==> config.mk <==
export PLATFORM = sky130hd
export DESIGN_NAME = vax_ieee_float_converter_unit
export DESIGN_NICKNAME = d
export VERILOG_FILES = /design/src/vifc_pkg.sv /design/src/vax_ieee_float_converter_unit.sv
export SDC_FILE = /design/constraint.sdc
export NUM_CORES = 1
export LEC_CHECK = 0
export BUFFER_PORTS_ARGS = -buffer_cell sky130_fd_sc_hd__buf_2
export CAP_MARGIN = 20
export CELL_PAD_IN_SITES_DETAIL_PLACEMENT = 1
export CELL_PAD_IN_SITES_GLOBAL_PLACEMENT = 1
export CORE_MARGIN = 3
export CORE_UTILIZATION = 40
export CTS_CLUSTER_DIAMETER = 120
export CTS_CLUSTER_SIZE = 20
export DETAILED_ROUTE_END_ITERATION = 10
export HOLD_SLACK_MARGIN = 0.15
export PLACE_DENSITY_LB_ADDON = 0.25
export SYNTH_ARGS = -nofsm -noshare
export SYNTH_HDL_FRONTEND = slang
export SYNTH_SLANG_ARGS = --single-unit
==> constraint.sdc <==
create_clock -name clk -period 11.14 [get_ports clk]
set_input_delay 1.114 -clock clk [delete_from_list [all_inputs] [get_ports clk]]
set_output_delay 1.114 -clock clk [all_outputs]
set_load 0.01 [all_outputs]
==> src/vifc_pkg.sv <==
// Types, codes and constants of the VAX / IEEE float converter.
package vifc_pkg;

	typedef enum logic [1:0] {
		FMT_VAXF  = 2'd0,
		FMT_VAXD  = 2'd1,
		FMT_IEEES = 2'd2,
		FMT_IEEET = 2'd3
	} fmt_t;

	typedef enum logic [2:0] {
		ST_NORMAL  = 3'd0,
		ST_NEG_INF = 3'd1,
		ST_POS_INF = 3'd2,
		ST_INVALID = 3'd3,
		ST_OVERFLOW = 3'd4
	} status_t;

	// What the packing stage drives out.
	typedef enum logic [2:0] {
		SEL_ZERO,
		SEL_VAX_ROP,
		SEL_SGL_NAN,
		SEL_DBL_NAN,
		SEL_PACK
	} sel_t;

	localparam int ExpW  = 11;
	localparam int FracW = 55;   // fraction bits 63..9 of the left-aligned fraction

	localparam logic [31:0] VaxRop     = 32'h0000_8000;
	localparam logic [31:0] SglNan     = 32'h7fbf_ffff;
	localparam logic [63:0] DblNan     = 64'h7ff7_ffff_ffff_ffff;
	localparam logic [30:0] SglInfMag  = 31'h7f80_0000;
	localparam logic [62:0] DblInfMag  = 63'h7ff0_0000_0000_0000;
	localparam logic [7:0]  VaxExpTop  = 8'd254;
	localparam logic [7:0]  SglExpMax  = 8'hff;
	localparam logic [7:0]  SglExpOver = 8'hfe;
	localparam logic [10:0] DblExpMax  = 11'h7ff;
	localparam logic [10:0] DblExpOver = 11'h7fe;

	function automatic logic [ExpW-1:0] fmt_bias(fmt_t f);
		logic [ExpW-1:0] b;
		case (f)
			FMT_IEEES: b = 11'd126;
			FMT_IEEET: b = 11'd1022;
			default:   b = 11'd128;
		endcase
		return b;
	endfunction

	function automatic logic fmt_is_vax(fmt_t f);
		return (f == FMT_VAXF) || (f == FMT_VAXD);
	endfunction

endpackage

==> src/vax_ieee_float_converter_unit.sv <==
// Top level: three-stage VAX F/D and IEEE single/double format converter.
//
//   channel | direction | handshake             | payload
//   in      | request   | in_valid / in_stall   | raw_value, source_format, target_format
//   out     | result    | out_valid / out_stall | converted_value, status
//
// Stages: unpack, exponent rebias, repack into the output register.
// One request enters per cycle while in_stall is low; each stage holds only when the
// stage after it is full and held, so a full pipe carries three requests.
// in_stall rises only when all three stages are full and out_stall is high.
// arst_n clears the stage valid bits; data registers are not reset.
module vax_ieee_float_converter_unit
	import vifc_pkg::*;
(
	input  logic        clk,
	input  logic        arst_n,
	input  logic        in_valid,
	output logic        in_stall,
	input  logic [63:0] raw_value,
	input  logic [1:0]  source_format,
	input  logic [1:0]  target_format,
	output logic        out_valid,
	input  logic        out_stall,
	output logic [63:0] converted_value,
	output logic [2:0]  status
);

	logic v_s1, v_s2, v_s3;
	logic en_s1, en_s2, en_s3;

	assign en_s3    = !v_s3 || !out_stall;
	assign en_s2    = !v_s2 || en_s3;
	assign en_s1    = !v_s1 || en_s2;
	assign in_stall = !en_s1;

	always_ff @(posedge clk or negedge arst_n) begin
		if (!arst_n) begin
			v_s1 <= 1'b0;
			v_s2 <= 1'b0;
			v_s3 <= 1'b0;
		end else begin
			if (en_s1) v_s1 <= in_valid;
			if (en_s2) v_s2 <= v_s1;
			if (en_s3) v_s3 <= v_s2;
		end
	end

	// ---------------- stage 1: unpack ----------------
	fmt_t             sf, tf;
	logic [31:0]      lo, hi;
	logic             u_sign, u_zero, u_nan, u_inf, u_over;
	logic [ExpW-1:0]  u_ex;
	logic [FracW-1:0] u_frac;

	assign sf = fmt_t'(source_format);
	assign tf = fmt_t'(target_format);
	assign lo = raw_value[31:0];
	assign hi = raw_value[63:32];

	always_comb begin
		u_sign = 1'b0;
		u_ex   = '0;
		u_frac = '0;
		u_zero = 1'b0;
		u_nan  = 1'b0;
		u_inf  = 1'b0;
		u_over = 1'b0;
		unique case (sf)
			FMT_VAXF, FMT_VAXD: begin
				u_sign = lo[15];
				u_ex   = {3'b000, lo[14:7]};
				if (sf == FMT_VAXD) begin
					u_frac = {lo[6:0], lo[31:16], hi[15:0], hi[31:16]};
					u_nan  = (lo == VaxRop) && (hi == 32'd0);
				end else begin
					u_frac = {lo[6:0], lo[31:16], 32'd0};
					u_nan  = (lo == VaxRop);
				end
				// exponent zero or at the top of the range reads as zero
				u_zero = ((lo[14:7] == 8'd0) || (lo[14:7] >= VaxExpTop)) && !u_nan;
			end
			FMT_IEEES: begin
				u_sign = lo[31];
				u_ex   = {3'b000, lo[30:23]};
				u_frac = {lo[22:0], 32'd0};
				u_zero = (lo[30:0] == 31'd0);
				u_inf  = (lo[30:0] == SglInfMag);
				u_over = (lo[30:23] == SglExpOver);
				u_nan  = (lo[30:23] == SglExpMax);
			end
			FMT_IEEET: begin
				u_sign = raw_value[63];
				u_ex   = raw_value[62:52];
				u_frac = {raw_value[51:0], 3'b000};
				u_zero = (raw_value[62:0] == 63'd0);
				u_inf  = (raw_value[62:0] == DblInfMag);
				u_over = (raw_value[62:52] == DblExpOver);
				u_nan  = (raw_value[62:52] == DblExpMax);
			end
			default: ;
		endcase
	end

	logic             sign_s1, zero_s1, nan_s1, inf_s1, over_s1;
	logic [ExpW-1:0]  ex_s1;
	logic [FracW-1:0] frac_s1;
	fmt_t             sf_s1, tf_s1;

	always_ff @(posedge clk) begin
		if (en_s1) begin
			sign_s1 <= u_sign;
			ex_s1   <= u_ex;
			frac_s1 <= u_frac;
			zero_s1 <= u_zero;
			nan_s1  <= u_nan;
			inf_s1  <= u_inf;
			over_s1 <= u_over;
			sf_s1   <= sf;
			tf_s1   <= tf;
		end
	end

	// ---------------- stage 2: rebias, classify ----------------
	logic [ExpW-1:0] r_exp;
	sel_t            r_sel;
	status_t         r_status;
	logic            r_rop;

	assign r_exp = ex_s1 - fmt_bias(sf_s1) + fmt_bias(tf_s1);
	// IEEE invalid or top-exponent input becomes a VAX reserved operand
	assign r_rop = !fmt_is_vax(sf_s1) && (over_s1 || nan_s1);

	always_comb begin
		r_sel = SEL_PACK;
		if (fmt_is_vax(tf_s1)) begin
			if (zero_s1)    r_sel = SEL_ZERO;
			else if (r_rop) r_sel = SEL_VAX_ROP;
		end else begin
			if (nan_s1)       r_sel = (tf_s1 == FMT_IEEES) ? SEL_SGL_NAN : SEL_DBL_NAN;
			else if (zero_s1) r_sel = SEL_ZERO;
		end

		if (inf_s1 && sign_s1) r_status = ST_NEG_INF;
		else if (inf_s1)       r_status = ST_POS_INF;
		else if (nan_s1)       r_status = ST_INVALID;
		else if (over_s1)      r_status = ST_OVERFLOW;
		else                   r_status = ST_NORMAL;
	end

	logic             sign_s2;
	logic [ExpW-1:0]  exp_s2;
	logic [FracW-1:0] frac_s2;
	sel_t             sel_s2;
	status_t          status_s2;
	fmt_t             tf_s2;

	always_ff @(posedge clk) begin
		if (en_s2) begin
			sign_s2   <= sign_s1;
			exp_s2    <= r_exp;
			frac_s2   <= frac_s1;
			sel_s2    <= r_sel;
			status_s2 <= r_status;
			tf_s2     <= tf_s1;
		end
	end

	// ---------------- stage 3: repack ----------------
	logic [63:0] p_word;

	always_comb begin
		p_word = '0;
		case (sel_s2)
			SEL_ZERO:    p_word = '0;
			SEL_VAX_ROP: p_word = {32'd0, VaxRop};
			SEL_SGL_NAN: p_word = {32'd0, SglNan};
			SEL_DBL_NAN: p_word = DblNan;
			default: begin
				unique case (tf_s2)
					FMT_VAXF: p_word = {32'd0, frac_s2[47:32], sign_s2, exp_s2[7:0],
						frac_s2[54:48]};
					FMT_VAXD: p_word = {frac_s2[15:0], frac_s2[31:16], frac_s2[47:32],
						sign_s2, exp_s2[7:0], frac_s2[54:48]};
					FMT_IEEES: p_word = {32'd0, sign_s2, exp_s2[7:0], frac_s2[54:32]};
					FMT_IEEET: p_word = {sign_s2, exp_s2, frac_s2[54:3]};
					default: p_word = '0;
				endcase
			end
		endcase
	end

	logic [63:0] value_s3;
	status_t     status_s3;

	always_ff @(posedge clk) begin
		if (en_s3) begin
			value_s3  <= p_word;
			status_s3 <= status_s2;
		end
	end

	assign out_valid       = v_s3;
	assign converted_value = value_s3;
	assign status          = status_s3;

endmodule

======== Word level (Yosys, flattened, before mapping) ========
Index checks and enable logic that the tools add are counted.
W data, S select, Z words.
word-level totals
  register bits ........................... 220
  input bits .............................. 72
  logic and storage cells ................. 98
operators by class
  add/subtract/negate cells ............... 2
  magnitude comparators ................... 1
  eq/ne operators ......................... 22
  muxes and demuxes ....................... 23
  reductions and logical operators ........ 29
operators by type and width
  kind                    count
  $pmux W64 S4            2
  $pmux W55 S3            1
  $eq A63 B63 Y1 const B  1
  $logic_not A63 Y1       1
  $pmux W10 S2            2
  $pmux W11 S3            1
  $eq A32 B16 Y1 const B  1
  $logic_not A32 Y1       1
  $mux W32                1
  $eq A31 B31 Y1 const B  1
  $logic_not A31 Y1       1
  $eq A11 B11 Y1 const B  2
  $mux W3                 6
  $eq A2 B2 Y1 const B    8
  $eq A8 B8 Y1 const B    2
  $add A11 B11 Y11        1
  $sub A11 B11 Y11        1
  $pmux W1 S3             3
  $eq A2 B1 Y1 const B    4
  $ge A8 B8 Y1 const B    1
  $logic_not A2 Y1        4
  $logic_not A8 Y1        1
  $logic_not A1 Y1        7
  $logic_or A1 B1 Y1      7
  other kinds (9)         17

======== Depth between registers and ports, before layout ========
Gate-level depths: netlist (run 1).
  depth in word-level cells ............... 7
  gate-level depth with buffers ........... 12
  depth with buffers taken out ............ 11

======== Least setup slack after synthesis (run 1) ========
No wires, ideal clock.
  path type ............................... input port to output port
  from .................................... input out_stall
  to ...................................... output in_stall
  arrival ................................. 3.863 ns
  data required time ...................... 10.026 ns
  slack ................................... 6.163 ns
  stages on the path ...................... 2
  buffers on the path ..................... 0
  cell sequence ........................... nand4_1 inv_1
on the way
  cells in the longest elaborated chain, start to end .. 5
ends and longest elaborated chain
  element             line                                 source
  start, declared     vax_ieee_float_converter_unit.sv:23  input logic out_stall,
  $logic_not A1 Y1    vax_ieee_float_converter_unit.sv:31  assign en_s3 = !v_s3 || !out_stall;
  $logic_or A1 B1 Y1  vax_ieee_float_converter_unit.sv:31
  $logic_or A1 B1 Y1  vax_ieee_float_converter_unit.sv:32  assign en_s2 = !v_s2 || en_s3;
  $logic_or A1 B1 Y1  vax_ieee_float_converter_unit.sv:33  assign en_s1 = !v_s1 || en_s2;
  $logic_not A1 Y1    vax_ieee_float_converter_unit.sv:34  assign in_stall = !en_s1;
  end, declared       vax_ieee_float_converter_unit.sv:18  output logic in_stall,
Every way passes these cells.

======== Worst setup path in the final report (run 1) ========
  from .................................... register sf_s1[1]
  to ...................................... register exp_s2[9] (data pin)
on the way
  cells in the longest elaborated chain, start to end .. 4
  elaborated cells on any way between the ends .. 5
ends and longest elaborated chain
  element                 line                                  source
  start, declared         vax_ieee_float_converter_unit.sv:107  fmt_t sf_s1, tf_s1;
  start signal, assigned  vax_ieee_float_converter_unit.sv:118  sf_s1 <= sf;
  $eq A2 B2 Y1            vifc_pkg.sv:44                        case (f)
  $pmux W10 S2 *          vifc_pkg.sv:44
  $sub A11 B11 Y11 *      vax_ieee_float_converter_unit.sv:129  assign r_exp = ex_s1 - fmt_bias(sf_s1) + fmt_bias(tf_s1);
  $add A11 B11 Y11 *      vax_ieee_float_converter_unit.sv:129
  named net r_exp[9]      vax_ieee_float_converter_unit.sv:124  logic [ExpW-1:0] r_exp;
  end signal, assigned    vax_ieee_float_converter_unit.sv:160  exp_s2 <= r_exp;
  end, declared           vax_ieee_float_converter_unit.sv:151  logic [ExpW-1:0] exp_s2;
The timed path passes the listed nets; every way through them passes the cells marked *.
A chain may end at the register's enable or synchronous reset.

==> flow_summary.json, run 1 <==
{
  "final.setup_skew_ns": 0.0133,
  "synth_xor_area_share_pct": 1.39,
  "cap_viol_max_count": 0,
  "start_util_pct": 41.3,
  "synthFlopType": "edfxtp_1",
  "synth_compound_area_share_pct": 7.52,
  "numCtsBuffers": 14,
  "drive_gt1_share_pct": 19.1,
  "rrSetupSlack_ns": 7.93,
  "fmax_mhz": 312,
  "synth_area_per_cell_um2": 13.2,
  "synthAdderAreaFrac_pct": 2.48,
  "ios": 141,
  "detailed_place_hpwl_um": 19600,
  "cp.required_ns": 11.37,
  "critical_path_class": "reg -> reg",
  "crit_fanout": 8,
  "setup_violations": 0,
  "syn_to_final_growth_pct": 13.8,
  "async_flop_share_pct": 1.36,
  "synth_common_cells": "edfxtp_1, mux2i_1, nor2_1, nand2_1, a21oi_1",
  "crit_path_start_kind": "register",
  "port_buffers": 140,
  "worstMarginPinSlew_ns": 1.04,
  "drtIter0Drc": 504,
  "syn_inst": 775,
  "yosysSeqAreaShare_pct": 64.6,
  "die_w_um": 166,
  "drc": 0,
  "insertion_delay_ns": 0.47,
  "cts.clk_slew.worst_paths_ns": 0.09,
  "yosys-top-cells-area": "edfxtp_1, mux2i_1, nor2_1, nand2_1, o211ai_1",
  "hold_violations": 0,
  "hold_ws_ns": 0.417,
  "hold_path_class": "in -> async",
  "synth_edf_count": 217,
  "dr.pass1.iters": 5,
  "cp.arrival_ns": 3.43,
  "slew_headroom_pct": 30.9,
  "status": "completed",
  "num_rows": 57,
  "synth.most_common_cell": "edfxtp_1",
  "ys_warn_count": 0,
  "nets": 979,
  "ys_types": 48,
  "peakVddDrop_uv": 107,
  "place_congestion": 0.915,
  "synthesis.nets": 864,
  "grt_pass1_wl_um": 40400,
  "cts.sinks": 220,
  "end_kind": "register",
  "drt_wl_total_um": 26200,
  "hold_buffers": 0,
  "pwr_density_cell_nw_per_um2": 179,
  "fp.dieH_um": 166,
  "wl_per_cell_um": 21.5,
  "final_max_slew_viol_count": 0,
  "p_leak_nw": 4.79,
  "cts_tree": "built",
  "grt_max_degree": 94,
  "die-area_um2": 27400,
  "netlist_area_um2": 10200,
  "antenna_found_initial": 0,
  "root_buffer": "clkbuf_16",
  "fin_crit_sh_pct": 28.8,
  "num_vias": 6492,
  "viasPerCell": 5.33,
  "rsz0062_at_grt": "false",
  "synth_top_cell_area_share_pct": 63.9,
  "synth_simple_gate_area_share_pct": 8.99,
  "yosysTopAreaCell": "edfxtp_1",
  "layout_min_cycle_time_ns": 3.21,
  "grt_pass1_vias": 6534,
  "htreeDepth": 1,
  "overflow": 0,
  "clockBufferDepth": 3,
  "ys_ff_latch": 220,
  "cts_resized": 0,
  "muxShareOfSynthArea_pct": 12.4,
  "tns_ns": 0,
  "grt.total_usage_pct": 18.6,
  "diodes": 0,
  "synth_top_family_by_area": "multiplexers",
  "cts_setup_buffers": 0,
  "ant_nets": 0,
  "core_um2": 24700
}
## through the flow
stage / area (um^2) / setup slack (ns) / total power [mW] / std cells / utilization, %
detailed placement: 11200 / 7.70 / 1.60 / 1196 / 45.3
global route: 11600 / 7.68 / 2.19 / 1218 / 47.0
global placement: 11200 / 7.79 / 1.58 / 1196 / 45.3
floorplan: 10200 / 6.16 / 1.42 / 775 / -
finish: 11600 / 7.93 / 2.08 / 1218 / 47.0
CTS: 11600 / 7.94 / 2.10 / 1216 / 46.9
## critical path, stage by stage, from the launching register on
cell	delay [ns]
edfxtp_1	0.56
clkinv_1	0.30
ha_1	0.44
a21o_1	0.24
inv_1	0.07
fa_1	0.20
nor2b_1	0.06
o21ai_0	0.23
a21boi_0	0.18
o21a_1	0.22
o41a_1	0.32
xor2_1	0.15
## cell families (layout without fill, tap and decap cells)
logic type / Yosys count / in the layout
adders and majority gates: 18 / 18
buffers and inverters: 66 / 185
AOI/OAI and AO/OA: 125 / 125
and+or+nand+nor: 206 / 206
muxes: 126 / 126
xor gates and xnor gates: 14 / 14
DFF: 220 / 220
## final cells by class
cell class | count | area, um^2
Multi-Input combinational cell | 489 | 3360
Fill cell | 2634 | 13100
Clock buffer | 20 | 394
Timing Repair Buffer | 149 | 798
Sequential cell | 220 | 6590
Tap cell | 324 | 405
Inverter | 16 | 60.1
## flip-flops by register name, indices dropped and copies added (netlist names)
name and cells:
converted_value 64, frac_s1 55, frac_s2 55, ex_s1 11
exp_s2 11, sel_s2 3, status 3, status_s2 3
sf_s1 2, tf_s1 2, tf_s2 2, inf_s1 1
nan_s1 1, out_valid 1, over_s1 1, sign_s1 1
sign_s2 1, v_s1 1, v_s2 1, zero_s1 1
## cells in the final DEF, fill, tap and decap left out, drive strengths merged, types with 3 or more instances in the layout
cell	count
or4	4
nand2b	5
inv	15
edfxtp	217
nand4	5
a21o	6
o21ai	36
mux2i	125
fa	4
ha	13
dfrtp	3
a21oi	38
and3	6
nor4	13
o211ai	33
nand2	73
nand3	9
nor3	5
buf	149
clkbuf	20
xnor2	12
nor2	77
## layer usage
metal  track usage, %  vias up  share of wire (%)
met5                0        -                  0
met4             4.01        0                1.8
met3             2.14       27                4.6
met2             27.5      196                 43
met1             29.6     3159                 51
li1                 -     3110                  -
## worst paths after layout
kind,startpoint,depth (start not counted),to
worst max-delay path,sf_s1[1],11,exp_s2[9]
worst min-delay path,arst_n,1,v_s1
worst max register to register,sf_s1[1],11,exp_s2[9]
worst min register to register,frac_s1[26],0,frac_s2[26]
max in group asynchronous,arst_n,1,v_s2
min in group clk,frac_s1[26],0,frac_s2[26]
## report_power, final
part	leakage (nW)	internal [mW]	switching, mW
registers	2.30	1.08	0.0743
logic	2.31	0.169	0.255
clock network	0.191	0.247	0.253
total	4.79	1.49	0.582
Note: power is estimated with default switching activity, not from simulation.
==> inputs of run 2 (changes only) <==
Clock period 11.14 ns to 3.1 ns, I/O delays scaled along.
==> run 2 against run 1 <==
Wire length is 0.22% lower. Clock skew is 0.0040 ns lower. Via count is 0.54% higher. Maximum frequency is 8.6% higher. First-iteration DRC count is 4.0% lower. Total power grew to 3.6 times the previous value. Count of clock-buffer cells in the layout stayed put. Register-to-register slack worse by 7.8 ns. Sequential share of layout area is 0.52 points lower. Setup slack worse by 7.8 ns. Hold slack worse by 0.25 ns. Die area stayed put.
==> flow_summary.json, run 2 (synthesis results as in run 1) <==
{
  "status": "completed",
  "ant_nets": 0,
  "multi_input_area_um2": 3360,
  "design_area_um2": 11700,
  "drc": 0,
  "cts_setup_buffers": 0,
  "ios": 141,
  "largest_register_ff_count": 64,
  "fp.dieH_um": 166,
  "final_common_cell": "edfxtp_1",
  "drive_gt1_share_pct": 19.5,
  "insertion_delay_ns": 0.47,
  "grt_pass1_wl_um": 40400,
  "drtIter0Drc": 484,
  "htreeDepth": 1,
  "fin_crit_sh_pct": 95.2,
  "place_congestion": 0.885,
  "peakVddDrop_uv": 263,
  "antenna_found_initial": 0,
  "critical_path_class": "reg -> reg",
  "r2r_start": "sf_s1[1]",
  "die_w_um": 166,
  "grt_pass1_vias": 6600,
  "core_um2": 24700,
  "num_vias": 6527,
  "fill_cells": 2583,
  "fin_total_pwr_mw": 7.46,
  "dr.pass1.iters": 4,
  "tns_ns": 0,
  "hold_path_class": "in -> async",
  "final_max_slew_viol_count": 0,
  "crit_end": "exp_s2[9]",
  "rsz0062_at_grt": "false",
  "hold_ws_ns": 0.166,
  "detailed_place_hpwl_um": 19900,
  "cp.required_ns": 3.32,
  "final.setup_skew_ns": 0.00933,
  "register_area_um2": 6590,
  "drt_wl_total_um": 26200,
  "fmax_mhz": 339,
  "p_leak_nw": 4.84,
  "cts_tree": "built",
  "viasPerCell": 5.31,
  "hold_violations": 0,
  "port_buffers": 140,
  "numCtsBuffers": 14,
  "crit_fanout": 7,
  "slew_headroom_pct": 31.6,
  "critical_path.startpoint": "sf_s1[1]",
  "clockBufferDepth": 3,
  "wl_per_cell_um": 21.3,
  "r2r-end": "exp_s2[9]",
  "die-area_um2": 27400,
  "syn_to_final_growth_pct": 14.9,
  "layout_common_cells": "edfxtp_1, buf_2, mux2i_1",
  "end_kind": "register",
  "cap_viol_max_count": 0,
  "root_buffer": "clkbuf_16",
  "overflow": 0,
  "start_util_pct": 41.3,
  "pwr_density_cell_nw_per_um2": 637,
  "cts.sinks": 220,
  "grt.total_usage_pct": 18.6,
  "nets": 991,
  "placed_cell_area_um2": 11200,
  "layout_min_cycle_time_ns": 2.95,
  "cts.clk_slew.worst_paths_ns": 0.08,
  "grt_max_degree": 97,
  "num_rows": 57,
  "cp.arrival_ns": 3.17,
  "crit_path_start_kind": "register",
  "worstMarginPinSlew_ns": 1.03,
  "rrSetupSlack_ns": 0.15,
  "ff2ff_path_depth": 10,
  "diodes": 0,
  "setup_violations": 0
}
==> run 2: routing by layer <==
metal  track usage [%]  vias to the layer above  part of all wire [%]
li1                  -                     3136                     -
met1              29.0                     3162                    51
met2              27.5                      190                    43
met3              2.48                       39                   4.7
met4              4.81                        0                   2.2
met5                 0                        -                     0
==> run 2: what timing repair did <==
| action | CTS | global route |
|---|---|---|
| hold buffers | 7 | 0 |
| hold endpoints to repair | 8 | 0 |
| resized for setup | 0 | 2 |
| setup endpoints to repair | 0 | 2 |
==> run 2: stage by stage <==
stage	utilization [%]	cells	setup WS, ns
after global routing	47.5	1230	0.00782
after detailed placement	45.6	1203	0.0863
after global placement	45.6	1203	0.317
after CTS	47.5	1230	0.0703
final	47.5	1230	0.149
after floorplan	-	775	-0.542
==> run 2: area by class of cell <==
type                    count  area share [%]
clock buffers              20            3.37
well taps                 324            3.46
repair buffers            161            7.71
inverters                  16           0.513
flip-flops and latches    220            56.3
multi-input cells         489            28.7
==> run 2: worst max-delay path, cell delays in order, from the launching register on <==
cell and delay [ns]:
edfxtp_1 0.39, buf_4 0.18, xnor2_1 0.16, ha_1 0.25
ha_1 0.38, nor2b_1 0.17, o21ai_0 0.32, a21boi_1 0.17
o21a_1 0.20, o41a_1 0.32, xor2_1 0.15
==> run 2: where the power goes <==
group / total, mW / switching (mW) / internal (mW)
Sequential: 4.14 / 0.263 / 3.88
Combinational: 1.55 / 0.924 / 0.622
Clock: 1.78 / 0.890 / 0.885
==> run 2: how the worst min path moves through the flow <==
stage,start,endpoint,slack (ns),cells past startpoint
floorplan,arst_n,out_valid,0.01,0
global placement,arst_n,out_valid,0.11,1
CTS,arst_n,v_s2,0.15,2
global route,arst_n,v_s1,0.18,2
detailed placement,arst_n,v_s1,0.11,1
finish,arst_n,v_s1,0.17,2
==> inputs of run 3 (changes only) <==
Settings changed: CORE_UTILIZATION 40 to 47.
==> run 3 against run 2 <==
Count of clock-buffer cells in the layout did not move. Core utilization is 7.9 points higher. Sequential share of layout area is essentially flat. Cell count shrank 3.3%. Sequential power rose by 1%. Die area is 14% lower. Final area hardly changed.
==> flow_summary.json, run 3 (synthesis results as in run 1) <==
{
  "status": "completed",
  "fp.dieH_um": 153,
  "grt_pass1_wl_um": 43000,
  "utilization_pct": 55.3,
  "drive_gt1_share_pct": 20.5,
  "drtIter0Drc": 432,
  "diodes": 0,
  "port_buffers": 140,
  "layout_common_cells": "edfxtp_1, buf_2, mux2i_1",
  "fin_crit_sh_pct": 91.8,
  "cts.sinks": 220,
  "critical_path_class": "reg -> reg",
  "final_common_cell": "edfxtp_1",
  "end_kind": "register",
  "detailed_place_hpwl_um": 21700,
  "slew_headroom_pct": 32.0,
  "rsz0062_at_grt": "false",
  "place_congestion": 0.940,
  "dr.pass1.iters": 4,
  "final_max_slew_viol_count": 0,
  "cp.required_ns": 3.31,
  "antenna_found_initial": 0,
  "num_vias": 6695,
  "numCtsBuffers": 14,
  "start_util_pct": 48.2,
  "grt_max_degree": 68,
  "hold_path_class": "in -> async",
  "placed_cell_area_um2": 11300,
  "drt_wl_total_um": 27700,
  "layout_min_cycle_time_ns": 2.85,
  "syn_to_final_growth_pct": 14.8,
  "ios": 141,
  "core_um2": 21200,
  "root_buffer": "clkbuf_16",
  "fmax_mhz": 351,
  "grt.total_usage_pct": 23.5,
  "insertion_delay_ns": 0.46,
  "cap_viol_max_count": 0,
  "htreeDepth": 1,
  "cp.arrival_ns": 3.06,
  "num_rows": 53,
  "cts.clk_slew.worst_paths_ns": 0.09,
  "crit_path_start_kind": "register",
  "drc": 0,
  "viasPerCell": 5.63,
  "p_leak_nw": 4.89,
  "tns_ns": 0,
  "pwr_density_cell_nw_per_um2": 644,
  "peakVddDrop_uv": 351,
  "setup_violations": 0,
  "fill_cells": 2196,
  "final.setup.worst_slack_ns": 0.254,
  "clockBufferDepth": 3,
  "ant_nets": 0,
  "design_area_um2": 11700,
  "die_w_um": 153,
  "die-area_um2": 23500,
  "cts_tree": "built",
  "largest_register_ff_count": 64,
  "final.setup_skew_ns": 0.0150,
  "dp_cells": 1166,
  "hold_violations": 0,
  "dp_slack_ns": 0.231,
  "worstMarginPinSlew_ns": 1.02,
  "fin_total_pwr_mw": 7.54,
  "stdcell_count": 1190,
  "grt_pass1_vias": 7052,
  "wl_per_cell_um": 23.3,
  "crit_fanout": 7,
  "hold_ws_ns": 0.179,
  "overflow": 0,
  "nets": 1000
}
## run 3: cell count changes in the layout (fill, tap and decap cells not counted)
cell,change
o21ai_0,-1
ha_1,+1
dlygate4sd3_1,-3
o21ai_1,+1
buf_4,+12
a21boi_0,+1
a21boi_1,-1
ha_2,-1
## run 3: metal layers
metal / global-route usage [%] / part of all wire (%) / up-vias
li1: - / - / 3153
met1: 34.9 / 47 / 3304
met2: 37.8 / 46 / 207
met3: 2.18 / 4.3 / 31
met4: 5.52 / 2.2 / 0
met5: 0 / 0 / -
## run 3: area by class of cell
type | instances | area [um^2] | share of cell area (%)
Clock buffer | 20 | 394 | 3.37
Multi-Input combinational cell | 489 | 3360 | 28.7
Inverter | 16 | 60.1 | 0.513
Timing Repair Buffer | 170 | 963 | 8.23
Tap cell | 275 | 344 | 2.94
Sequential cell | 220 | 6590 | 56.3
## run 3: critical path, stage by stage, from the launching register on
cell	delay, ns
edfxtp_1	0.57
xnor2_1	0.21
xnor2_1	0.30
inv_1	0.10
ha_1	0.32
nand3_1	0.07
o211ai_1	0.13
or4_1	0.43
o2111ai_1	0.15
o21ai_0	0.17
xnor2_1	0.15
## run 3: timing repair
action                                  4_1_cts  5_1_grt
hold endpoints to repair                      6        0
resized for setup                             0        1
setup buffers                                 0        0
endpoints found under the setup margin        0        1
hold buffers                                  4        0
## run 3: final timing paths
check	from	to	slack [ns]	depth (start not counted)
setup / recovery	tf_s1[1]	exp_s2[10]	0.25	10
hold / removal	arst_n	out_valid	0.18	2
setup reg to reg	tf_s1[1]	exp_s2[10]	0.25	10
hold reg to reg	frac_s1[24]	frac_s2[24]	0.42	0
max in group asynchronous	arst_n	v_s2	2.81	2
min in group clk	raw_value[50]	frac_s1[2]	0.19	2
## run 3: power breakdown
group          internal (mW)  leakage [nW]  switching [mW]
sequential              3.88          2.30           0.323
clock                  0.885         0.191           0.883
combinational          0.639          2.40           0.931
total                   5.40          4.89            2.14
